File: config.mk
export PLATFORM = sky130hd
export DESIGN_NAME = tcw_queue
export DESIGN_NICKNAME = d
export VERILOG_FILES = /design/src/rtl/core/tcw_pkg.sv /design/src/rtl/core/tcw_queue.sv
export SDC_FILE = /design/constraint.sdc
export NUM_CORES = 1
export LEC_CHECK = 0
export ABC_AREA = 1
export BUFFER_PORTS_ARGS = -buffer_cell sky130_fd_sc_hd__buf_2
export CAP_MARGIN = 20
export CELL_PAD_IN_SITES_DETAIL_PLACEMENT = 1
export CELL_PAD_IN_SITES_GLOBAL_PLACEMENT = 1
export CORE_MARGIN = 5
export CORE_UTILIZATION = 45
export CTS_CLUSTER_SIZE = 16
export DETAILED_ROUTE_END_ITERATION = 8
export PLACE_DENSITY = 0.89
export SLEW_MARGIN = 20
export SYNTH_ARGS = -nofsm -noshare
export SYNTH_HDL_FRONTEND = slang
export SYNTH_SLANG_ARGS = --single-unit
File: constraint.sdc
create_clock -name i_clk -period 3.8 [get_ports i_clk]
set_input_delay 0.19 -clock i_clk [delete_from_list [all_inputs] [get_ports i_clk]]
set_output_delay 0.19 -clock i_clk [all_outputs]
set_load 0.02 [all_outputs]
File: src/rtl/core/tcw_pkg.sv
package tcw_pkg;

    localparam int DEF_SCREEN_COLS = 80;
    localparam int DEF_SCREEN_ROWS = 25;

    localparam int CHAR_W     = 8;
    localparam int ATTR_W     = 8;
    localparam int CELL_W     = 16;
    localparam int COL_IN_W   = 7;
    localparam int ROW_IN_W   = 5;
    localparam int LIN_W      = 11;
    localparam int ATTR_SHIFT = 8;

    localparam logic [CHAR_W-1:0] NEWLINE_CODE = 8'd10;
    localparam logic [CHAR_W-1:0] SPACE_CODE   = 8'd32;
    localparam logic [ATTR_W-1:0] RESET_ATTR   = 8'd15;

    localparam int QUEUE_DEPTH = 2;

    typedef enum logic [1:0] {
        MODE_PUTC   = 2'd0,
        MODE_CLEAR  = 2'd1,
        MODE_SETCUR = 2'd2,
        MODE_READ   = 2'd3
    } t_mode;

    typedef enum logic [2:0] {
        OP_CHAR,
        OP_NEWLINE,
        OP_CLEAR,
        OP_SETCUR,
        OP_READ
    } t_op;

    typedef enum logic [2:0] {
        ST_INIT,
        ST_IDLE,
        ST_COPY,
        ST_BLANK,
        ST_FILL,
        ST_READ,
        ST_DONE
    } t_state;

    // Column and row are already clamped to the screen, so the input widths suffice.
    typedef struct packed {
        t_op                 op;
        logic [CHAR_W-1:0]   ch;
        logic [COL_IN_W-1:0] col;
        logic [ROW_IN_W-1:0] row;
        logic [CELL_W-1:0]   fill;
    } t_cmd;

    typedef struct packed {
        logic init_busy;
    } t_back_stat;

    function automatic logic [CELL_W-1:0] build_cell(logic [CHAR_W-1:0] ch,
                                                     logic [ATTR_W-1:0] attr);
        build_cell = (CELL_W'(attr) << ATTR_SHIFT) | CELL_W'(ch);
    endfunction

    localparam logic [CELL_W-1:0] RESET_CELL = {RESET_ATTR, SPACE_CODE};

endpackage

File: src/rtl/core/tcw_queue.sv
module tcw_queue (
    input  logic          i_clk,
    input  logic          i_rst_n,
    input  logic          i_push,
    input  tcw_pkg::t_cmd i_data,
    output logic          o_full,
    input  logic          i_pop,
    output logic          o_empty,
    output tcw_pkg::t_cmd o_head
);

    localparam int PTR_W = $clog2(tcw_pkg::QUEUE_DEPTH);
    localparam int CNT_W = $clog2(tcw_pkg::QUEUE_DEPTH + 1);

    tcw_pkg::t_cmd    r_slot [tcw_pkg::QUEUE_DEPTH];
    logic [PTR_W-1:0] r_wr_ptr;
    logic [PTR_W-1:0] r_rd_ptr;
    logic [CNT_W-1:0] r_count;

    assign o_full  = (r_count == CNT_W'(tcw_pkg::QUEUE_DEPTH));
    assign o_empty = (r_count == '0);
    assign o_head  = r_slot[r_rd_ptr];

    always_ff @(posedge i_clk) begin
        if (!i_rst_n) begin
            r_wr_ptr <= '0;
            r_rd_ptr <= '0;
            r_count  <= '0;
        end else begin
            if (i_push) begin
                r_wr_ptr <= r_wr_ptr + 1'b1;
            end
            if (i_pop) begin
                r_rd_ptr <= r_rd_ptr + 1'b1;
            end
            if (i_push && !i_pop) begin
                r_count <= r_count + 1'b1;
            end else if (i_pop && !i_push) begin
                r_count <= r_count - 1'b1;
            end
        end
    end

    always_ff @(posedge i_clk) begin
        if (i_push) begin
            r_slot[r_wr_ptr] <= i_data;
        end
    end

endmodule

-- After elaboration in Yosys (flattened, before gate mapping)
Memories as Yosys holds them, arrays and structs flattened. A register that Yosys moved wholly into a read port is not among the register bits.
Index checks and enable logic that the tools add are counted.
- bits in registers: 4
- RAM bits: 78
- logic and storage cells: 21
- memories: 1
- $add $sub $neg: 4
- equality and inequality tests: 1
- mux-type cells: 6
- reductions and logical operators: 6
- memory list (memory ; depth ; bits a word ; read ports ; clocked after Yosys merged registers in ; write ports ; RTL line ; source):
    r_slot ; 2 ; 39 ; 1 ; 1 ; 1 ; tcw_queue.sv:15 ; tcw_pkg::t_cmd r_slot [tcw_pkg::QUEUE_DEPTH];
- operators by type and width (kind ; count):
    2-to-1 mux 1 bit ; 4
    2-to-1 mux 2 bit ; 2
    adder 1 bit (second input constant) ; 2
    adder 2 x 1 -> 2 bit (second input constant) ; 1
    == test 2 bit (second input constant) ; 1
    logical AND 1 bit ; 2
    zero test 1 bit ; 2
    zero test 2 bit ; 1
    nonzero test 2 bit ; 1
    subtractor 2 x 1 -> 2 bit (second input constant) ; 1

-- Longest topological paths before layout
- depth in word-level cells: 4
- gate-level depth with buffers: 8
- gate-level depth less buffers: 8

-- Worst setup path after synthesis
Ideal clock, no wire load.
- kind: reg-to-reg
- from: register r_wr_ptr
- to: memory r_slot[0][0] (netlist bit) (enable)
- data arrival time: 1.965 ns
- data required time: 3.364 ns
- path slack: 1.399 ns
- cell stages (with the launch flop): 2
- buffers on the path: 0
- clock period less this slack: 2.401 ns
- cells stage by stage: dfxtp_1 nor2_1
- RTL lines (item ; RTL line ; source):
    start, declared ; tcw_queue.sv:16 ; logic [PTR_W-1:0] r_wr_ptr;
    start signal, assigned ; tcw_queue.sv:31 ; r_wr_ptr <= r_wr_ptr + 1'b1;
    end, declared ; tcw_queue.sv:15 ;
Straight into the memory's write port.

==> flow_metrics.env <==
export IMPL_htreeDepth=3
export IMPL_dpl_cell_area_sq_mm=0.00361
export IMPL_syn_to_final_growth_pct=22.5
export IMPL_antenna_found_initial=0
export IMPL_nNetsFinal=292
export IMPL_syn_instance_count=156
export IMPL_dp_cells=317
export IMPL_synth_edff_count=78
export IMPL_core_sq_mm=0.00672
export IMPL_hold_viol_final=0
export IMPL_required_ns=3.61
export IMPL_place_congestion=0.667
export IMPL_final_cells=333
export IMPL_cts_repair_resized=0
export IMPL_yosysWarnings=0
export IMPL_grt_max_degree=40
export IMPL_async_flop_share_pct=0
export IMPL_cap_viol_max_count=0
export IMPL_critPathMaxFanout=39
export IMPL_p_leak_nw=1.48
export IMPL_p_clk_share_pct=30.0
export IMPL_worst_slack_ns=1.65
export IMPL_path_clk_slew_ns=0.09
export IMPL_worstMarginPinSlew_ns=1.04
export IMPL_syn_avg_cell_area_sq_um=19.8
export IMPL_finalCritPeriodShare_pct=56.6
export IMPL_r2r_setup_slack_ns=2.00
export IMPL_yosysMostFrequentCell="edfxtp_1"
export IMPL_hold_path_class="in -> reg"
export IMPL_period_needed_ns=2.15
export IMPL_die_w_microns=92.8
export IMPL_critPathKind="reg -> out"
export IMPL_drc=0
export IMPL_yosysTopAreaCell="edfxtp_1"
export IMPL_whs_ns=0.0307
export IMPL_rows=30
export IMPL_grt_overflow=0
export IMPL_drt_pass1_iterations=4
export IMPL_worstPathArrival_ns=1.96
export IMPL_r2r_end="r_slot[1][30]"
export IMPL_ys_ff_latch=83
export IMPL_grt_pass1_vias=1836
export IMPL_status="finished, final reports clean"
export IMPL_diodes=0
export IMPL_grt_total_usage_pct=14.0
export IMPL_switchingPower_uw=466
export IMPL_cts_tree="yes"
export IMPL_cts_made_buffers=9
export IMPL_cts_hold_buf=0
export IMPL_slew_headroom_pct=30.9
export IMPL_postCtsSetupBuffers=0
export IMPL_die_area_sq_mm=0.00862
export IMPL_drv_slew=0
export IMPL_fp_dieH_microns=92.8
export IMPL_power_frac_comb_pct=11.7
export IMPL_reg2reg_from="r_wr_ptr"
export IMPL_synth_area_sq_mm=0.00309
export IMPL_endpoint="o_head[19]"
export IMPL_critPathCaptureType="output port"
export IMPL_power_density_mw_per_mm2=491
export IMPL_syn_nets=200
export IMPL_grt_pass1_wl_mm=9.06
export IMPL_max_clock_path_buffers=2
export IMPL_p_seq_share_pct=58.2
export IMPL_postLayoutCoreUtil_pct=56.3
export IMPL_cp_start_kind="flop"
export IMPL_synth_commonest_cells="edfxtp_1, mux2_2, mux2_4"
export IMPL_pre_cts_ws_ns=1.95
export IMPL_vdd_drop_max_v=0.000258
export IMPL_synth_main_ff_cell="edfxtp_1"
export IMPL_dp_hpwl_mm=4.04
export IMPL_drive_above_1_share_pct=55.7
export IMPL_postRouteAntennaNets=0
export IMPL_clock_sinks=83
export IMPL_place_port_buffers=83
export IMPL_final_area_sq_mm=0.00378
export IMPL_netSwitchingFraction_pct=25.1
export IMPL_synth_top_area_share_pct=75.9
export IMPL_root_buffer="clkbuf_8"
export IMPL_fill_cells=658
export IMPL_clkLatencyLatePin_ns=0.34
export IMPL_rr_worst_depth=3
export IMPL_p_int_mw=1.39
export IMPL_timing_fmax_ghz=0.465
export IMPL_setup_viol=0
export IMPL_routed_wl_mm=5.73
export IMPL_synth_cell_types=15
export IMPL_rsz0062_at_grt="no"
export IMPL_wl_per_cell_microns=17.2
export IMPL_num_io_pins=84
export IMPL_num_vias=1626
export IMPL_drt_iter0_drc=49
export IMPL_synth_area_leaders="edfxtp_1, mux2_2, mux2_4"
export IMPL_start_util_pct=46.0
export IMPL_power_mw=1.86
export IMPL_fin_setup_tns_ns=0
export IMPL_post_drt_via_cell_ratio=4.88
export IMPL_fin_skew_ns=0.0118
export IMPL_ys_seq_area_share_pct=79.1
-- kinds of logic after synthesis --
family                   Yosys count  synth area share (%)
AO/OA/AOI/OAI                      2                 0.324
buffers and inverters             12                  2.31
multiplexers                      39                  15.4
AND/OR/NAND/NOR                   19                  2.43
flip-flops                        83                  79.1
adder cells (fa/ha/maj)            1                 0.405
-- power by group through the flow --
stage	Clock (mW)	Sequential, mW	Combinational [mW]
5_1_grt	0.621	1.09	0.236
2_1_floorplan	0	1.09	0.149
3_3_place_gp	0	1.10	0.209
4_1_cts	0.576	1.08	0.223
3_5_place_dp	0	1.10	0.222
6_report	0.558	1.08	0.218
-- flip-flops by register name (all words and copies together) (netlist names), named ones only --
name      count
r_count       2
r_rd_ptr      1
r_slot       78
r_wr_ptr      1
-- layout make-up --
type	instances	area [sq um]	area share, %
Timing Repair Buffer	85	450	11.9
Clock buffer	9	124	3.27
Sequential cell	83	2440	64.6
Multi-Input combinational cell	61	582	15.4
Tap cell	80	100	2.65
Clock inverter	7	52.6	1.39
Inverter	8	30.0	0.794
-- placed cells by master, fill, tap and decap left out, types with 2 or more instances in the layout --
cell type / count
buf_2: 83
clkbuf_8: 9
clkinvlp_4: 3
dfxtp_1: 4
edfxtp_1: 78
inv_1: 8
inv_6: 2
mux2_2: 29
mux2_4: 10
nand2_1: 8
nor2_1: 8
-- metal layers --
| layer | track usage [%] | vias up | share of wire (%) |
|---|---|---|---|
| li1 | - | 771 | - |
| met1 | 15.0 | 804 | 38 |
| met2 | 25.9 | 46 | 55 |
| met3 | 4.06 | 5 | 5.4 |
| met4 | 5.49 | 0 | 0.89 |
| met5 | 0 | - | 0 |
-- how the worst min path moves through the flow --
| stage | cells past startpoint | endpoint | startpoint |
|---|---|---|---|
| after CTS | 1 | r_slot[1][34] | i_data[34] |
| after floorplan | 0 | r_slot[0][0] | i_data[0] |
| after detailed placement | 1 | r_slot[1][34] | i_data[34] |
| after global routing | 1 | r_slot[1][34] | i_data[34] |
| after global placement | 1 | r_slot[1][20] | i_data[20] |
| final | 1 | r_slot[1][34] | i_data[34] |
-- worst max-delay path, stage by stage (launching register included) --
cell and delay, ns:
dfxtp_2 1.00, mux2_2 0.42, buf_2 0.16
(Power assumes the default switching activity.)
