[src/rtl/core/tcw_pkg.sv]
package tcw_pkg;

    localparam int DEF_SCREEN_COLS = 80;
    localparam int DEF_SCREEN_ROWS = 25;

    localparam int CHAR_W     = 8;
    localparam int ATTR_W     = 8;
    localparam int CELL_W     = 16;
    localparam int COL_IN_W   = 7;
    localparam int ROW_IN_W   = 5;
    localparam int LIN_W      = 11;
    localparam int ATTR_SHIFT = 8;

    localparam logic [CHAR_W-1:0] NEWLINE_CODE = 8'd10;
    localparam logic [CHAR_W-1:0] SPACE_CODE   = 8'd32;
    localparam logic [ATTR_W-1:0] RESET_ATTR   = 8'd15;

    localparam int QUEUE_DEPTH = 2;

    typedef enum logic [1:0] {
        MODE_PUTC   = 2'd0,
        MODE_CLEAR  = 2'd1,
        MODE_SETCUR = 2'd2,
        MODE_READ   = 2'd3
    } t_mode;

    typedef enum logic [2:0] {
        OP_CHAR,
        OP_NEWLINE,
        OP_CLEAR,
        OP_SETCUR,
        OP_READ
    } t_op;

    typedef enum logic [2:0] {
        ST_INIT,
        ST_IDLE,
        ST_COPY,
        ST_BLANK,
        ST_FILL,
        ST_READ,
        ST_DONE
    } t_state;

    // Column and row are already clamped to the screen, so the input widths suffice.
    typedef struct packed {
        t_op                 op;
        logic [CHAR_W-1:0]   ch;
        logic [COL_IN_W-1:0] col;
        logic [ROW_IN_W-1:0] row;
        logic [CELL_W-1:0]   fill;
    } t_cmd;

    typedef struct packed {
        logic init_busy;
    } t_back_stat;

    function automatic logic [CELL_W-1:0] build_cell(logic [CHAR_W-1:0] ch,
                                                     logic [ATTR_W-1:0] attr);
        build_cell = (CELL_W'(attr) << ATTR_SHIFT) | CELL_W'(ch);
    endfunction

    localparam logic [CELL_W-1:0] RESET_CELL = {RESET_ATTR, SPACE_CODE};

endpackage

[src/rtl/core/tcw_ifs.sv]
interface tcw_cmd_if;
    logic                          valid;
    logic                          ready;
    logic [1:0]                    mode;
    logic [tcw_pkg::CHAR_W-1:0]    char_code;
    logic [tcw_pkg::COL_IN_W-1:0]  cursor_col;
    logic [tcw_pkg::ROW_IN_W-1:0]  cursor_row;
    logic [tcw_pkg::CELL_W-1:0]    fill_entry;

    modport source (output valid, mode, char_code, cursor_col, cursor_row, fill_entry,
                    input ready);
    modport sink   (input valid, mode, char_code, cursor_col, cursor_row, fill_entry,
                    output ready);
endinterface


[src/rtl/core/tcw_front.sv]
module tcw_front #(
    parameter int SCREEN_COLS = tcw_pkg::DEF_SCREEN_COLS,
    parameter int SCREEN_ROWS = tcw_pkg::DEF_SCREEN_ROWS
) (
    input  logic               i_clk,
    input  logic               i_rst_n,
    tcw_cmd_if.sink            i_cmd,
    input  tcw_pkg::t_back_stat i_stat,
    input  logic               i_q_full,
    output logic               o_q_push,
    output tcw_pkg::t_cmd      o_q_data
);

    logic          r_valid;
    tcw_pkg::t_cmd r_cmd;
    tcw_pkg::t_cmd n_cmd;
    logic          accept;

    assign o_q_push    = r_valid && !i_q_full;
    // No item enters while the screen store is still being cleared after reset.
    assign i_cmd.ready = (!r_valid || o_q_push) && !i_stat.init_busy;
    assign accept      = i_cmd.valid && i_cmd.ready;
    assign o_q_data    = r_cmd;

    always_comb begin
        n_cmd.ch   = i_cmd.char_code;
        n_cmd.fill = i_cmd.fill_entry;
        if (int'(i_cmd.cursor_col) > SCREEN_COLS - 1) begin
            n_cmd.col = tcw_pkg::COL_IN_W'(SCREEN_COLS - 1);
        end else begin
            n_cmd.col = i_cmd.cursor_col;
        end
        if (int'(i_cmd.cursor_row) > SCREEN_ROWS - 1) begin
            n_cmd.row = tcw_pkg::ROW_IN_W'(SCREEN_ROWS - 1);
        end else begin
            n_cmd.row = i_cmd.cursor_row;
        end
        unique case (tcw_pkg::t_mode'(i_cmd.mode))
            tcw_pkg::MODE_PUTC: begin
                if (i_cmd.char_code == tcw_pkg::NEWLINE_CODE) begin
                    n_cmd.op = tcw_pkg::OP_NEWLINE;
                end else begin
                    n_cmd.op = tcw_pkg::OP_CHAR;
                end
            end
            tcw_pkg::MODE_CLEAR:  n_cmd.op = tcw_pkg::OP_CLEAR;
            tcw_pkg::MODE_SETCUR: n_cmd.op = tcw_pkg::OP_SETCUR;
            tcw_pkg::MODE_READ:   n_cmd.op = tcw_pkg::OP_READ;
            default:              n_cmd.op = tcw_pkg::OP_READ;
        endcase
    end

    always_ff @(posedge i_clk) begin
        if (!i_rst_n) begin
            r_valid <= 1'b0;
        end else if (accept) begin
            r_valid <= 1'b1;
        end else if (o_q_push) begin
            r_valid <= 1'b0;
        end
    end

    always_ff @(posedge i_clk) begin
        if (accept) begin
            r_cmd <= n_cmd;
        end
    end

endmodule

[src/flat_wrapper.sv]
// flat-port wrapper written by rule: the top's interface ports become plain ports
module tcw_front_flat 
#(
    parameter int SCREEN_COLS = tcw_pkg::DEF_SCREEN_COLS,
    parameter int SCREEN_ROWS = tcw_pkg::DEF_SCREEN_ROWS
)
  (i_clk, i_rst_n, i_stat, i_q_full, o_q_push, o_q_data, i_cmd_valid, i_cmd_mode, i_cmd_char_code, i_cmd_cursor_col, i_cmd_cursor_row, i_cmd_fill_entry, i_cmd_ready);
  tcw_cmd_if i_cmd_i ();
  input  logic i_clk;
  input  logic i_rst_n;
  input  tcw_pkg::t_back_stat i_stat;
  input  logic i_q_full;
  output logic o_q_push;
  output tcw_pkg::t_cmd o_q_data;
  input wire logic [$bits(i_cmd_i.valid)-1:0] i_cmd_valid;
  input wire logic [$bits(i_cmd_i.mode)-1:0] i_cmd_mode;
  input wire logic [$bits(i_cmd_i.char_code)-1:0] i_cmd_char_code;
  input wire logic [$bits(i_cmd_i.cursor_col)-1:0] i_cmd_cursor_col;
  input wire logic [$bits(i_cmd_i.cursor_row)-1:0] i_cmd_cursor_row;
  input wire logic [$bits(i_cmd_i.fill_entry)-1:0] i_cmd_fill_entry;
  output wire logic [$bits(i_cmd_i.ready)-1:0] i_cmd_ready;
  assign i_cmd_i.valid = i_cmd_valid;
  assign i_cmd_i.mode = i_cmd_mode;
  assign i_cmd_i.char_code = i_cmd_char_code;
  assign i_cmd_i.cursor_col = i_cmd_cursor_col;
  assign i_cmd_i.cursor_row = i_cmd_cursor_row;
  assign i_cmd_i.fill_entry = i_cmd_fill_entry;
  assign i_cmd_ready = i_cmd_i.ready;
  tcw_front #(.SCREEN_COLS(SCREEN_COLS), .SCREEN_ROWS(SCREEN_ROWS)) u_core (.i_clk(i_clk), .i_rst_n(i_rst_n), .i_cmd(i_cmd_i), .i_stat(i_stat), .i_q_full(i_q_full), .o_q_push(o_q_push), .o_q_data(o_q_data));
endmodule
[config.mk]
export PLATFORM = sky130hd
export DESIGN_NAME = tcw_front_flat
export DESIGN_NICKNAME = d
export VERILOG_FILES = /design/src/rtl/core/tcw_pkg.sv /design/src/rtl/core/tcw_ifs.sv /design/src/rtl/core/tcw_front.sv /design/src/flat_wrapper.sv
export SDC_FILE = /design/constraint.sdc
export NUM_CORES = 1
export LEC_CHECK = 0
export BUFFER_PORTS_ARGS = -buffer_cell sky130_fd_sc_hd__buf_4
export CORE_MARGIN = 1
export CORE_UTILIZATION = 42
export DETAILED_ROUTE_END_ITERATION = 8
export PLACE_DENSITY = 0.78
export SYNTH_ARGS = -nofsm -noshare
export SYNTH_HDL_FRONTEND = slang
export SYNTH_SLANG_ARGS = --single-unit
[constraint.sdc]
create_clock -name i_clk -period 2.4 [get_ports i_clk]
set_input_delay 0.24 -clock i_clk [delete_from_list [all_inputs] [get_ports i_clk]]
set_output_delay 0.24 -clock i_clk [all_outputs]
set_load 0.03 [all_outputs]
=== After elaboration in Yosys (flattened, before gate mapping) ===
Index checks and enable logic that the tools add are counted.

* Flip-flop bits (word level): 40
* Bits of input ports: 43
* Memories: 0
* Latch bits: 0
* Bits in read-only memories: 0
* Output and inout port bits: 41
* RAM bits: 0
* Logic and storage cells: 25

* Divide/modulo/power cells: 0
* Shift-type cells: 0
* Equal/unequal tests: 4
* Bitwise logic cells: 0
* $mul: 0
* Reductions and logical operators: 9
* Multiplexer cells: 4
* Add/sub/neg operators: 0
* Magnitude comparators: 2

{| class="wikitable"
|+ Operator list
! cell !! number
|-
| $pmux W3 S4 || 1
|-
| $eq A8 B4 Y1 const B || 1
|-
| $gt A7 B7 Y1 const B || 1
|-
| $gt A5 B5 Y1 const B || 1
|-
| $eq A2 B2 Y1 const B || 2
|-
| $logic_and A1 B1 Y1 || 3
|-
| $logic_not A1 Y1 || 3
|-
| $mux W1 || 3
|-
| $eq A2 B1 Y1 const B || 1
|-
| $logic_not A2 Y1 || 1
|-
| $reduce_bool A2 Y1 || 1
|-
| $logic_or A1 B1 Y1 || 1
|}

=== Logic depth before layout (Yosys ltp) ===
* Depth in word-level cells: 6
* Depth in mapped cells: 4
* Depth with buffers taken out: 4

=== Worst setup path before layout ===
No wires, ideal clock.

* Path kind: register -> register
* From: register u_core.r_valid
* To: register u_core.r_cmd, in the netlist u_core.o_q_data[0] (enable)
* Slack: 0.122 ns
* Path buffers: 0
* Clock period less this slack: 2.278 ns
* Required time: 2.000 ns
* Stages on the path, launching flop included: 3
* Arrival: 1.878 ns
* Setup time: 0.400 ns
* Cells stage by stage: dfxtp_1 a21oi_1 and2_1

* Word-level cells in the longest chain between the ends: 4
* Elaborated cells between the ends (all ways): 5
* Classes of those cells: 5 x reduce/logical

{| class="wikitable"
|+ Ends and longest elaborated chain
! item !! RTL line !! source
|-
| start, declared || tcw_front.sv:14 || <nowiki>logic r_valid;</nowiki>
|-
| start signal, assigned || tcw_front.sv:55 || <nowiki>r_valid <= 1'b0;</nowiki>
|-
| start signal, assigned || tcw_front.sv:57 || <nowiki>r_valid <= 1'b1;</nowiki>
|-
| start signal, assigned || tcw_front.sv:59 || <nowiki>r_valid <= 1'b0;</nowiki>
|-
| $logic_not A1 Y1 / $logic_and A1 B1 Y1 (equally long branches) || tcw_front.sv:21, tcw_front.sv:19 ||
|-
| $logic_or A1 B1 Y1 (*) || tcw_front.sv:21 || <nowiki>assign i_cmd.ready = (!r_valid || o_q_push) && !i_stat.init_busy;</nowiki>
|-
| $logic_and A1 B1 Y1 (*) || tcw_front.sv:21 ||
|-
| via i_cmd_ready || flat_wrapper.sv:21 || <nowiki>output wire logic [$bits(i_cmd_i.ready)-1:0] i_cmd_ready;</nowiki>
|-
| $logic_and A1 B1 Y1 (*) || tcw_front.sv:22 || <nowiki>assign accept = i_cmd.valid && i_cmd.ready;</nowiki>
|-
| via u_core.accept || tcw_front.sv:17 || <nowiki>logic accept;</nowiki>
|-
| end signal, assigned || tcw_front.sv:65 || <nowiki>r_cmd <= n_cmd;</nowiki>
|-
| end, declared || tcw_front.sv:15 || <nowiki>tcw_pkg::t_cmd r_cmd;</nowiki>
|}

The timed path passes the listed nets; every way through them passes the cells marked *.
A chain may end at the register's enable or synchronous reset.

=== Final worst setup path ===
* From: register u_core.r_valid
* To: output port o_q_push

* Word-level cells in the longest chain between the ends: 1

{| class="wikitable"
|+ Ends and longest elaborated chain
! item !! RTL line !! source
|-
| $logic_and A1 B1 Y1 || tcw_front.sv:19 || <nowiki>assign o_q_push = r_valid && !i_q_full;</nowiki>
|-
| end, declared || flat_wrapper.sv:13 || <nowiki>output logic o_q_push;</nowiki>
|}

Every way passes these cells.

==> impl_metrics.tcl <==
set metrics [dict create \
    cp.arrival_ns 0.99 \
    tns_ns 0 \
    clock_path_buffers 2 \
    peakVddDrop_mv 0.425 \
    clk_latency_ns 0.32 \
    ctsHoldBuffers 0 \
    numCtsBuffers 5 \
    clockRootBuffer "clkbuf_4" \
    critPathRequiredTime_ns 2.16 \
    fmax_mhz 811 \
    clock_sinks 40 \
    overflow 0 \
    drive_above_1_share_pct 58.2 \
    via_count 907 \
    wl_mm 2.77 \
    grt_max_degree 40 \
    syn_area_um2 1390 \
    fin_crit_ns 1.23 \
    min_path_type "input pin to register" \
    worstHoldPathCells 1 \
    antenna_found_initial 0 \
    met2_usage_pct 28.6 \
    ys_seq_area_share_pct 86.0 \
    avgSynthCellArea_um2 19.8 \
    reg2reg_to "u_core.o_q_data[23]" \
    cts.repair.resized 0 \
    min_period_over_period_pct 51.4 \
    setup_viol 0 \
    holdPathEnd "u_core.o_q_data[13]" \
    ant_nets 0 \
    path_max_fanout 3 \
    synthCells 70 \
    fp-row-count 20 \
    power.total_mw 1.52 \
    maxSlewHeadroom_pct 80.5 \
    dpl.hpwl_mm 2.14 \
    die_w_um 59.4 \
    first_global_vias 920 \
    grt_pass1_wl_mm 3.96 \
    yosys.cell_types.count 15 \
    cts_tree "yes" \
    place_inst 195 \
    r2r_cells 3 \
    worst_clock_skew_ns 0.00391 \
    r2r_start "u_core.r_valid" \
    routedWlPerCell_um 13.7 \
    insertedDiodeCount 0 \
    ys.warnings.count 0 \
    end_kind "output pin" \
    via_per_inst 4.49 \
    die_h_um 59.4 \
    hp-start "i_cmd_fill_entry[13]" \
    fin_nets 204 \
    io_pins 84 \
    postCtsSetupBuffers 0 \
    port_buffers 83 \
    core_area_um2 3100 \
    top_usage_layer "met2" \
    final_max_slew_viol_count 0 \
    drc_errors 0 \
    track_usage_pct 15.7 \
    synth_seq_cells 40 \
    crit_type "register to output pin" \
    rrSetupSlack_ns 1.19 \
    met1_usage_pct 16.5 \
    drt_first_iter_violations 12 \
    die_area_um2 3530 \
    firstDrtPassIters 4 \
    initial_core_util_pct 44.6 \
    timing.final.hold_violations 0 \
    grt_util_met3_pct 5.46 \
    layoutNonFillerInstCount 202 \
    htreeDepth 2 \
    critPathLaunch "u_core.r_valid" \
    powerDensity_nw_per_um2 700 \
    area_growth_syn_to_layout_pct 56.7 \
    startpoint_type "register" \
    worst_pin_slew_ns 0.290 \
    syn_nets 116 \
    p_leak_nw 0.919 \
    path_clk_slew_ns 0.11 \
    rsz0062_at_grt "no" \
    status "finished clean" \
    gp_congestion 0.669 \
    maxCapViolCount 0 \
]
## sequential cells by signal, summed over array words and instances (netlist names)
signal,flops
u_core.o_q_data,39
u_core.r_valid,1
## critical path: stages, from the launching register on
cell and delay [ns]:
dfxtp_1 0.36, nor2b_1 0.15, buf_4 0.17
## layout make-up
cell class | count | area [um2]
clock buffers | 5 | 37.5
clock inverters | 2 | 60.1
fillers | 227 | 932
inverters | 3 | 11.3
multi-input cells | 24 | 173
flip-flops and latches | 40 | 1190
well taps | 44 | 55.1
repair buffers | 84 | 643
## per-stage QoR
| step | cell area [um2] | hold slack (ns) | setup WS [ns] | utilization (%) |
|---|---|---|---|---|
| finish | 2170 | 0.0904 | 1.17 | 70.0 |
| global route | 2170 | 0.0590 | 1.05 | 70.0 |
| CTS | 2170 | 0.0734 | 1.15 | 70.0 |
| detailed placement | 2070 | 0.420 | 1.13 | 66.8 |
| global placement | 2070 | 0.419 | 1.17 | 66.8 |
| floorplan | 1390 | 0.339 | 0.122 | - |
## Yosys cell counts
master    number  area (um2)
nor3_1         1        5.00
nand2b_1       5        31.3
a21oi_1        1        5.00
o21ai_1        1        5.00
nor2b_1        4        25.0
a32o_1         1        10.0
edfxtp_1      39        1170
nand2_1        2        7.51
dfxtp_1        1        20.0
and2_1         4        25.0
a21boi_0       1        7.51
clkbuf_1       3        11.3
inv_1          3        11.3
and4bb_1       1        12.5
ha_1           3        37.5
## worst max-delay path by stage
stage	to	slack (ns)	cells past startpoint
after floorplan	u_core.o_q_data[0]	0.12	2
after global placement	u_core.o_q_data[0]	1.17	4
after detailed placement	u_core.o_q_data[5]	1.13	4
after CTS	o_q_push	1.15	2
after global routing	i_cmd_ready	1.05	2
final	o_q_push	1.17	2
## logic make-up (layout without fill, tap and decap cells)
logic type / Yosys count / count (layout) / share of synthesized area, %
AOI/OAI and AO/OA: 4 / 4 / 1.99
buffers and inverters: 6 / 94 / 1.63
adders and majority gates: 3 / 3 / 2.71
and+or+nand+nor: 17 / 17 / 7.68
DFF: 40 / 40 / 86.0
## placed cells by master (no fill, tap or decap)
cell       instances
bufinv_16          2
and4bb_1           1
nand2_1            2
a21oi_1            1
clkbuf_4           5
inv_1              3
dfxtp_1            1
nor2b_1            4
ha_1               3
buf_12             1
a21boi_0           1
and2_1             3
nand2b_1           5
buf_4             83
nor3_1             1
edfxtp_1          39
o21ai_1            1
a32o_1             1
and2_2             1
## where the power goes
part / internal (mW) / switching, mW
logic: 0.0922 / 0.107
clock network: 0.319 / 0.190
registers: 0.803 / 0.00883
## layer usage
metal  vias up  wire (um)  share of wire [%]
met5         -          0                  0
met4         0         16               0.58
met3         2        329                 12
met2        59       1380                 50
met1       416       1050                 38
li1        430          -                  -
Power figures use the tool's default switching activity.
